File: src/rtl/price_level_book_add_sweep_defines.svh
// Assertion macros for the price level book.
`ifndef PRICE_LEVEL_BOOK_ADD_SWEEP_DEFINES_SVH
`define PRICE_LEVEL_BOOK_ADD_SWEEP_DEFINES_SVH
// Implication checked on every rising clock edge outside reset.
`define PLB_ASSERT_IMP(label, ante, cons, msg) \
  label: assert property (@(posedge clk) disable iff (!rst_n) (ante) |-> (cons)) \
    else $error(msg);
// Next-cycle implication outside reset.
`define PLB_ASSERT_NEXT(label, ante, cons, msg) \
  label: assert property (@(posedge clk) disable iff (!rst_n) (ante) |=> (cons)) \
    else $error(msg);
`endif

File: src/rtl/plb_level_unit.sv
// Shared compare and add/subtract unit used once per sequencer step.
`timescale 1ns / 1ps
`default_nettype none
module plb_level_unit (
  input  wire logic        is_bid,
  input  wire logic [31:0] lvl_price,
  input  wire logic [31:0] lvl_qty,
  input  wire logic [31:0] ord_price,
  input  wire logic [31:0] ord_qty,
  output logic             ahead,
  output logic             same,
  output logic [31:0]      sat_sum,
  output logic             lvl_le,
  output logic [31:0]      diff
);
  logic [32:0] sum;
  logic [32:0] sub;
  always_comb begin
    ahead   = is_bid ? (lvl_price > ord_price) : (lvl_price < ord_price);
    same    = (lvl_price == ord_price);
    sum     = {1'b0, lvl_qty} + {1'b0, ord_qty};
    sat_sum = sum[32] ? 32'hFFFF_FFFF : sum[31:0];
    // ord_qty minus level qty; borrow means level exceeds the remainder
    sub     = {1'b0, ord_qty} - {1'b0, lvl_qty};
    lvl_le  = !sub[32];
    diff    = sub[32] ? (lvl_qty - ord_qty) : sub[31:0];
  end
endmodule
`default_nettype wire

File: config.mk
export PLATFORM = sky130hd
export DESIGN_NAME = plb_level_unit
export DESIGN_NICKNAME = d
export VERILOG_FILES = /design/src/rtl/price_level_book_add_sweep_defines.svh /design/src/rtl/plb_level_unit.sv
export SDC_FILE = /design/constraint.sdc
export NUM_CORES = 1
export LEC_CHECK = 0
export BUFFER_PORTS_ARGS = -buffer_cell sky130_fd_sc_hd__buf_4
export CORE_MARGIN = 3
export CORE_UTILIZATION = 51
export DETAILED_ROUTE_END_ITERATION = 8
export PLACE_DENSITY = 0.88
export SETUP_SLACK_MARGIN = 0.5
export SYNTH_ARGS = -nofsm -noshare
export SYNTH_HDL_FRONTEND = slang
export SYNTH_SLANG_ARGS = --single-unit
File: constraint.sdc
create_clock -name vclk -period 4.2
set_clock_uncertainty 0.15 [all_clocks]
set_input_delay 0.84 -clock vclk [all_inputs]
set_output_delay 0.84 -clock vclk [all_outputs]
set_load 0.03 [all_outputs]
==> impl_results.md, run 1 <==
- RePlAce Congestion: 1.06
- Placed wire-length estimate: 23200 um
- IO Pins: 196
- Unique cell type count in the Yosys netlist: 80
- Dpl cell area: 10500 um^2
- Port-buffer cells: 196
- Die Y: 116 um
- Synth top area cells: ha_1 (26%), a21oi_1 (8.6%), inv_1 (8.2%)
- Status: stopped before the end
- Mapped Cells: 924
- Yosys Warn Count: 0
- Yosys top cell by area: ha_1
- Die width: 116 um
- Post-synth top area share: 0.256
- Stop err: [ERROR DPL-0038] Utilization greater than 100%, impossible to legalize
- # hold bufs at CTS: 0
- Mean Syn Cell Area: 6.71 um^2
- Register area share after synthesis: 0
- Synthesized area: 6200 um^2
- Post_cts resized: 257
- Post-CTS Setup Inserts: 52
- Rows: 39
- Step where the flow halted: clock tree synthesis (4_1_cts)
- Syn nets: 1183
- Initial Util: 0.532
## cells by family after synthesis
logic type      after synthesis  share of synthesized area
buf+inv                     178                      0.118
compound gates              314                      0.332
mux                          13                     0.0220
simple gates                238                      0.190
fa+ha+maj                   130                      0.266
xor+xnor                     51                     0.0720
## stage by stage
step                      TNS [ns]  setup WS, ns  hold WS [ns]  std cells
after global placement       -5.35        -0.215          1.87       1438
after detailed placement    -11.61        -0.328          1.87       1438
after floorplan                  0        0.0213          1.73        924
## synthesized netlist by cell type (3+ instances only)
library cell / count
fa_1: 3
a211o_1: 4
xnor2_1: 43
a211oi_1: 9
buf_4: 4
nand2b_1: 12
a21boi_0: 5
nor4_1: 7
buf_6: 5
xor2_1: 8
o211ai_1: 5
a21oi_1: 107
a21o_1: 36
mux2i_1: 11
a221oi_1: 5
nor3_1: 14
a31oi_1: 10
buf_2: 10
nand3_1: 15
o21a_1: 10
inv_1: 136
a311o_1: 3
and3_1: 5
nor2b_1: 7
o21ai_1: 3
nand3b_1: 3
ha_1: 127
o31ai_1: 10
o21bai_1: 18
and2_1: 5
nor2_1: 72
nand2_1: 57
clkbuf_1: 19
o21ai_0: 55
or3_1: 8
nand4_1: 17
or4_1: 3
==> run 2: changes to the inputs <==
CORE_UTILIZATION = 36   (was 51)
PLACE_DENSITY = not set   (was 0.88)
PLACE_DENSITY_LB_ADDON = 0.15   (was not set)
SETUP_SLACK_MARGIN = not set   (was 0.5)
==> run 2 against run 1 <==
The flow now finishes, with violations (setup timing). Synthesized area unchanged. Synthesized cell count did not move.
==> impl_results.md, run 2 <==
- Clock buffer cells: 0
- Vias/cell: 5.38
- Pin count of the biggest net entering global routing: 13
- Layout area overhead: 97.7%
- Leading cell type in the layout, fill and taps excluded: buf_4
- Via count: 8612
- Worst Tran Pin Value: 0.602 ns
- Global-route usage over all layers: 0.272
- Pwr Density: 215 nW/um^2
- ANT cells: 0
- Crit path max-delay family: compound AO/OA/AOI/OAI gates
- Peak Freq: 0.225 GHz
- Die Y: 137 um
- Register area share after synthesis: 0
- IO Pins: 196
- Area occupied by multi-input gates: 7130 um^2
- Place WS: -0.551 ns
- Seq cells: 0
- WL/cell: 17.8 um
- CP bufs+invs: 5
- Yosys top cell by area: ha_1
- CP startpoint kind: input port
- Max-slew violations: 0
- Critical path endpoint category: output port
- Final ANT Viol Nets: 0
- Worst vdd ir: 0.168 mV
- Final hold violations: 0
- Synth top area cells: ha_1 (26%), a21oi_1 (8.6%), inv_1 (8.2%)
- Commonest cells after routing, fill and taps aside: buf_4 (380), inv_1 (125), ha_1 (103)
- Slowest stage delay, CP: 0.32 ns
- Syn nets: 1183
- Min-Delay Endpoint: ahead
- Leakage power total: 0.00614 uW
- Seq. cell area: 0 um^2
- Drt total wl: 28500 um
- Initial DRC Count: 647
- Worst Min Path Start: is_bid
- Layout cells sized above 1: 0.548
- Core ar.: 16700 um^2
- Most common library cells after synthesis: inv_1 (136), ha_1 (127), a21oi_1 (107), nor2_1 (72), nand2_1 (57)
- Sw frac: 0.520
- Clk pwr share: 0
- Fin nets: 1643
- RSZ-0062 raised after global routing: yes
- Maxcap violations: 0
- Initial antenna violation count: 0
- Die area: 18800 um^2
- # DRC: 0
- Max-slew headroom: 0.595
- Crit path max fanout: 3
- Sequential power share: 0
- DRT Pass-1 Iters: 5
- Psw: 1370 uW
- Hold path cells: 3
- Port-buffer cells: 196
- Top-count cell post-synth: inv_1
- Failing checks: setup timing
- Data arrival, critical path: 3.45 ns
- RePlAce Congestion: 0.918
- Die width: 137 um
- Mapped Cells: 924
- Status: complete, but fails checks
- Setup Crit Path Kind: input port to output port
- # hold bufs at CTS: 0
- Tmin final: 4.44 ns
- Placed wire-length estimate: 21100 um
- Yosys Warn Count: 0
- Gr ovfl total: 0
- Hold Slack: 1.89 ns
- Synthesized area: 6200 um^2
- Initial Util: 0.371
- First-pass GRT wire length: 41800 um
- Mean Syn Cell Area: 6.71 um^2
- Post-synth top area share: 0.256
- Cell with the most instances on the worst path: buf_4
- Rows: 47
- Crit path required time: 3.21 ns
- Final setup margin: -0.245 ns
- CP Cell Sequence: buf_8, inv_4, ha_4, and2_4, o211ai_1, and3b_2, o31ai_4, buf_6, o211ai_4, a311o_1, mux2i_2, buf_4, xor2_1, buf_4
- Internal: 1260 uW
- Comb pwr share: 1.000
- Vias in the first global route: 8334
- Final worst path period share: 1.06
- Slowest cell on the critical path: a311o_1
- Fillers: 1224
- Unique cell type count in the Yosys netlist: 80
- Final setup vio count: 53
- Hold/Removal Path Class: input port to output port
## run 2: cell counts after synthesis
Identical to the previous run, type by type.
## run 2: through the flow
| stage | total power, uW | instances | setup TNS, ns | utilization | cell area (um^2) |
|---|---|---|---|---|---|
| 2_1_floorplan | 1130 | 924 | -0.144 | - | 6430 |
| 3_3_place_gp | 1990 | 1554 | -22.04 | 0.593 | 9900 |
| 3_5_place_dp | 2000 | 1554 | -21.71 | 0.593 | 9900 |
| 4_1_cts | 2420 | 1584 | -4.53 | 0.691 | 11500 |
| 5_1_grt | 2780 | 1602 | -12.45 | 0.734 | 12300 |
| 6_report | 2640 | 1602 | -7.42 | 0.734 | 12300 |
## run 2: cell type report
class	count	share of cell area
inverters	138	0.0450
well taps	220	0.0224
multi-input cells	746	0.582
repair buffers	498	0.351
## run 2: routing by layer
| layer | vias to the layer above | GRT usage | wire [um] |
|---|---|---|---|
| met5 | - | 0 | 0 |
| met4 | 0 | 0.0588 | 721 |
| met3 | 65 | 0.0226 | 2130 |
| met2 | 412 | 0.468 | 13600 |
| met1 | 3999 | 0.371 | 12000 |
| li1 | 4136 | - | - |
## run 2: power groups by stage
stage	Combinational, uW	Clock [uW]	Sequential (uW)
CTS	2420	0	0
global placement	1990	0	0
detailed placement	2000	0	0
global route	2780	0	0
finish	2640	0	0
floorplan	1130	0	0
## run 2: tightest hold or removal path: cells and delay by family
family | cells | cell delay, ns
multiplexers | 1 | 0.09
buffers and inverters | 2 | 0.26
## run 2: logic make-up (layout without fill, tap and decap cells)
logic type,count (synthesis),count (layout),synth area share
AND/OR/NAND/NOR,238,238,0.190
adder cells (fa/ha/maj),130,130,0.266
XOR/XNOR,51,51,0.0720
AO/OA/AOI/OAI,314,314,0.332
multiplexers,13,13,0.0220
buffers and inverters,178,636,0.118
## run 2: worst max-delay path by stage
| stage | from | endpoint | slack (ns) | cells after the start |
|---|---|---|---|---|
| after floorplan | lvl_qty[6] | sat_sum[27] | -0.05 | 12 |
| after global placement | ord_qty[17] | sat_sum[31] | -0.47 | 14 |
| after detailed placement | lvl_qty[0] | diff[31] | -0.55 | 14 |
| after CTS | lvl_qty[3] | sat_sum[30] | -0.19 | 15 |
| after global routing | lvl_qty[19] | diff[31] | -0.34 | 15 |
| final | lvl_qty[4] | diff[27] | -0.24 | 14 |
## run 2: what timing repair did
item | CTS | global route
pin swaps | 105 | 70
endpoints found under the setup margin | 63 | 62
gates cloned | 2 | 0
resized for setup | 337 | 125
endpoints found under the hold margin | 0 | 0
setup buffers | 34 | 22
Power figures use the tool's default switching activity.
==> run 3: changes to the inputs <==
clock period = 4.5 ns   (was 4.2 ns; I/O delays follow)
==> run 3 against run 2 <==
The run now ends clean. Largest power group unchanged. Sequential share of layout area stayed put. Count of clock-buffer cells in the layout unchanged. Hold slack better by 0.086 ns. Critical path type unchanged.
==> impl_results.md, run 3 (synthesized netlist as in run 2, its figures left out) <==
- Gr ovfl total: 0
- Rows: 47
- Pwr Density: 190 nW/um^2
- Fillers: 1612
- Maxcap violations: 0
- Layout area overhead: 62.3%
- Setup Crit Path Kind: input port to output port
- Port-buffer cells: 196
- Final setup vio count: 0
- Initial antenna violation count: 0
- Setup TNS Final: 0 ns
- Critical path endpoint category: output port
- Drt total wl: 24300 um
- Via count: 7864
- Core ar.: 16700 um^2
- Leakage power total: 0.00513 uW
- Vias in the first global route: 7440
- Place WS: -0.244 ns
- Final hold violations: 0
- First-pass GRT wire length: 36400 um
- Final setup margin: 0.0232 ns
- Hold/Removal Path Class: input port to output port
- Dpl cell area: 9030 um^2
- Vias/cell: 5.28
- Die Y: 137 um
- Worst Tran Pin Value: 0.783 ns
- RePlAce Congestion: 0.983
- Max-slew headroom: 0.478
- Pin count of the biggest net entering global routing: 16
- Data arrival, critical path: 3.43 ns
- Hold Slack: 1.98 ns
- Die width: 137 um
- Leading cell type in the layout, fill and taps excluded: buf_4
- Layout cells sized above 1: 0.412
- ANT cells: 0
- Worst vdd ir: 0.127 mV
- Peak Freq: 0.223 GHz
- Seq cells: 0
- Initial Util: 0.371
- Max-slew violations: 0
- Tmin final: 4.48 ns
- RSZ-0062 raised after global routing: yes
- Seq. cell area: 0 um^2
- Die area: 18800 um^2
- WL/cell: 16.3 um
- DRT Pass-1 Iters: 5
- Status: finished clean
- Layout Utilization: 0.603
- CP startpoint kind: input port
- Final ANT Viol Nets: 0
- Initial DRC Count: 437
- Placed wire-length estimate: 19700 um
- Clock buffer cells: 0
- Commonest cells after routing, fill and taps aside: buf_4 (352), inv_1 (125), ha_1 (107)
- Final worst path period share: 0.995
- Crit path required time: 3.45 ns
- IO Pins: 196
- Finished Cell Area: 10100 um^2
- Fin nets: 1531
- Crit path max fanout: 8
- Global-route usage over all layers: 0.233
- # DRC: 0
run 3: cell count changes in the layout (fill, tap and decap cells not counted), moves of 17 or more:
cell and delta:
nand2_1 +25, nand2_4 -19, a21oi_2 -18, xnor2_2 -28, buf_6 -71, buf_4 -28
a21oi_1 +17, xnor2_1 +28
run 3: critical path, cell delays in order:
cell and delay [ns]:
buf_4 0.12, ha_2 0.19, fa_2 0.35, nor2b_2 0.15, o31ai_2 0.09, a21oi_2 0.21, a21o_1 0.21, a31oi_4 0.13
inv_2 0.19, mux2_4 0.33, a221oi_2 0.19, xnor2_1 0.17, buf_4 0.19
run 3: layout make-up:
| type | count | area [um^2] | share of cell area |
|---|---|---|---|
| multi-input cells | 746 | 6160 | 0.612 |
| inverters | 138 | 534 | 0.0531 |
| repair buffers | 386 | 3100 | 0.308 |
| well taps | 220 | 275 | 0.0273 |
run 3: worst paths after layout:
check        from  endpoint  slack [ns]  cells after the start
min        is_bid     ahead        1.98                      3
max    lvl_qty[0]  diff[31]        0.02                     13
run 3: power breakdown:
part           total, uW  internal (uW)  switching (uW)
logic               1910            856            1050
registers              0              0               0
clock network          0              0               0
run 3: layer usage:
| layer | wire length (um) | GRT usage | share of wire |
|---|---|---|---|
| met1 | 10700 | 0.327 | 0.44 |
| met4 | 439 | 0.0349 | 0.018 |
| met5 | 0 | 0 | 0 |
| met3 | 1820 | 0.0179 | 0.075 |
| met2 | 11400 | 0.397 | 0.47 |
run 3: stage by stage:
stage                     total power (uW)  instances
after CTS                             1760       1477
after global routing                  2050       1490
after detailed placement              1690       1471
after floorplan                        991        924
final                                 1910       1490
after global placement                1690       1471
run 3: repair_timing:
item                       CTS  global route
buffers inserted             5            12
cloned                       1             2
setup endpoints to repair   57            60
gates resized for setup     50           146
pin swaps                   28            58
hold buffers                 0             0
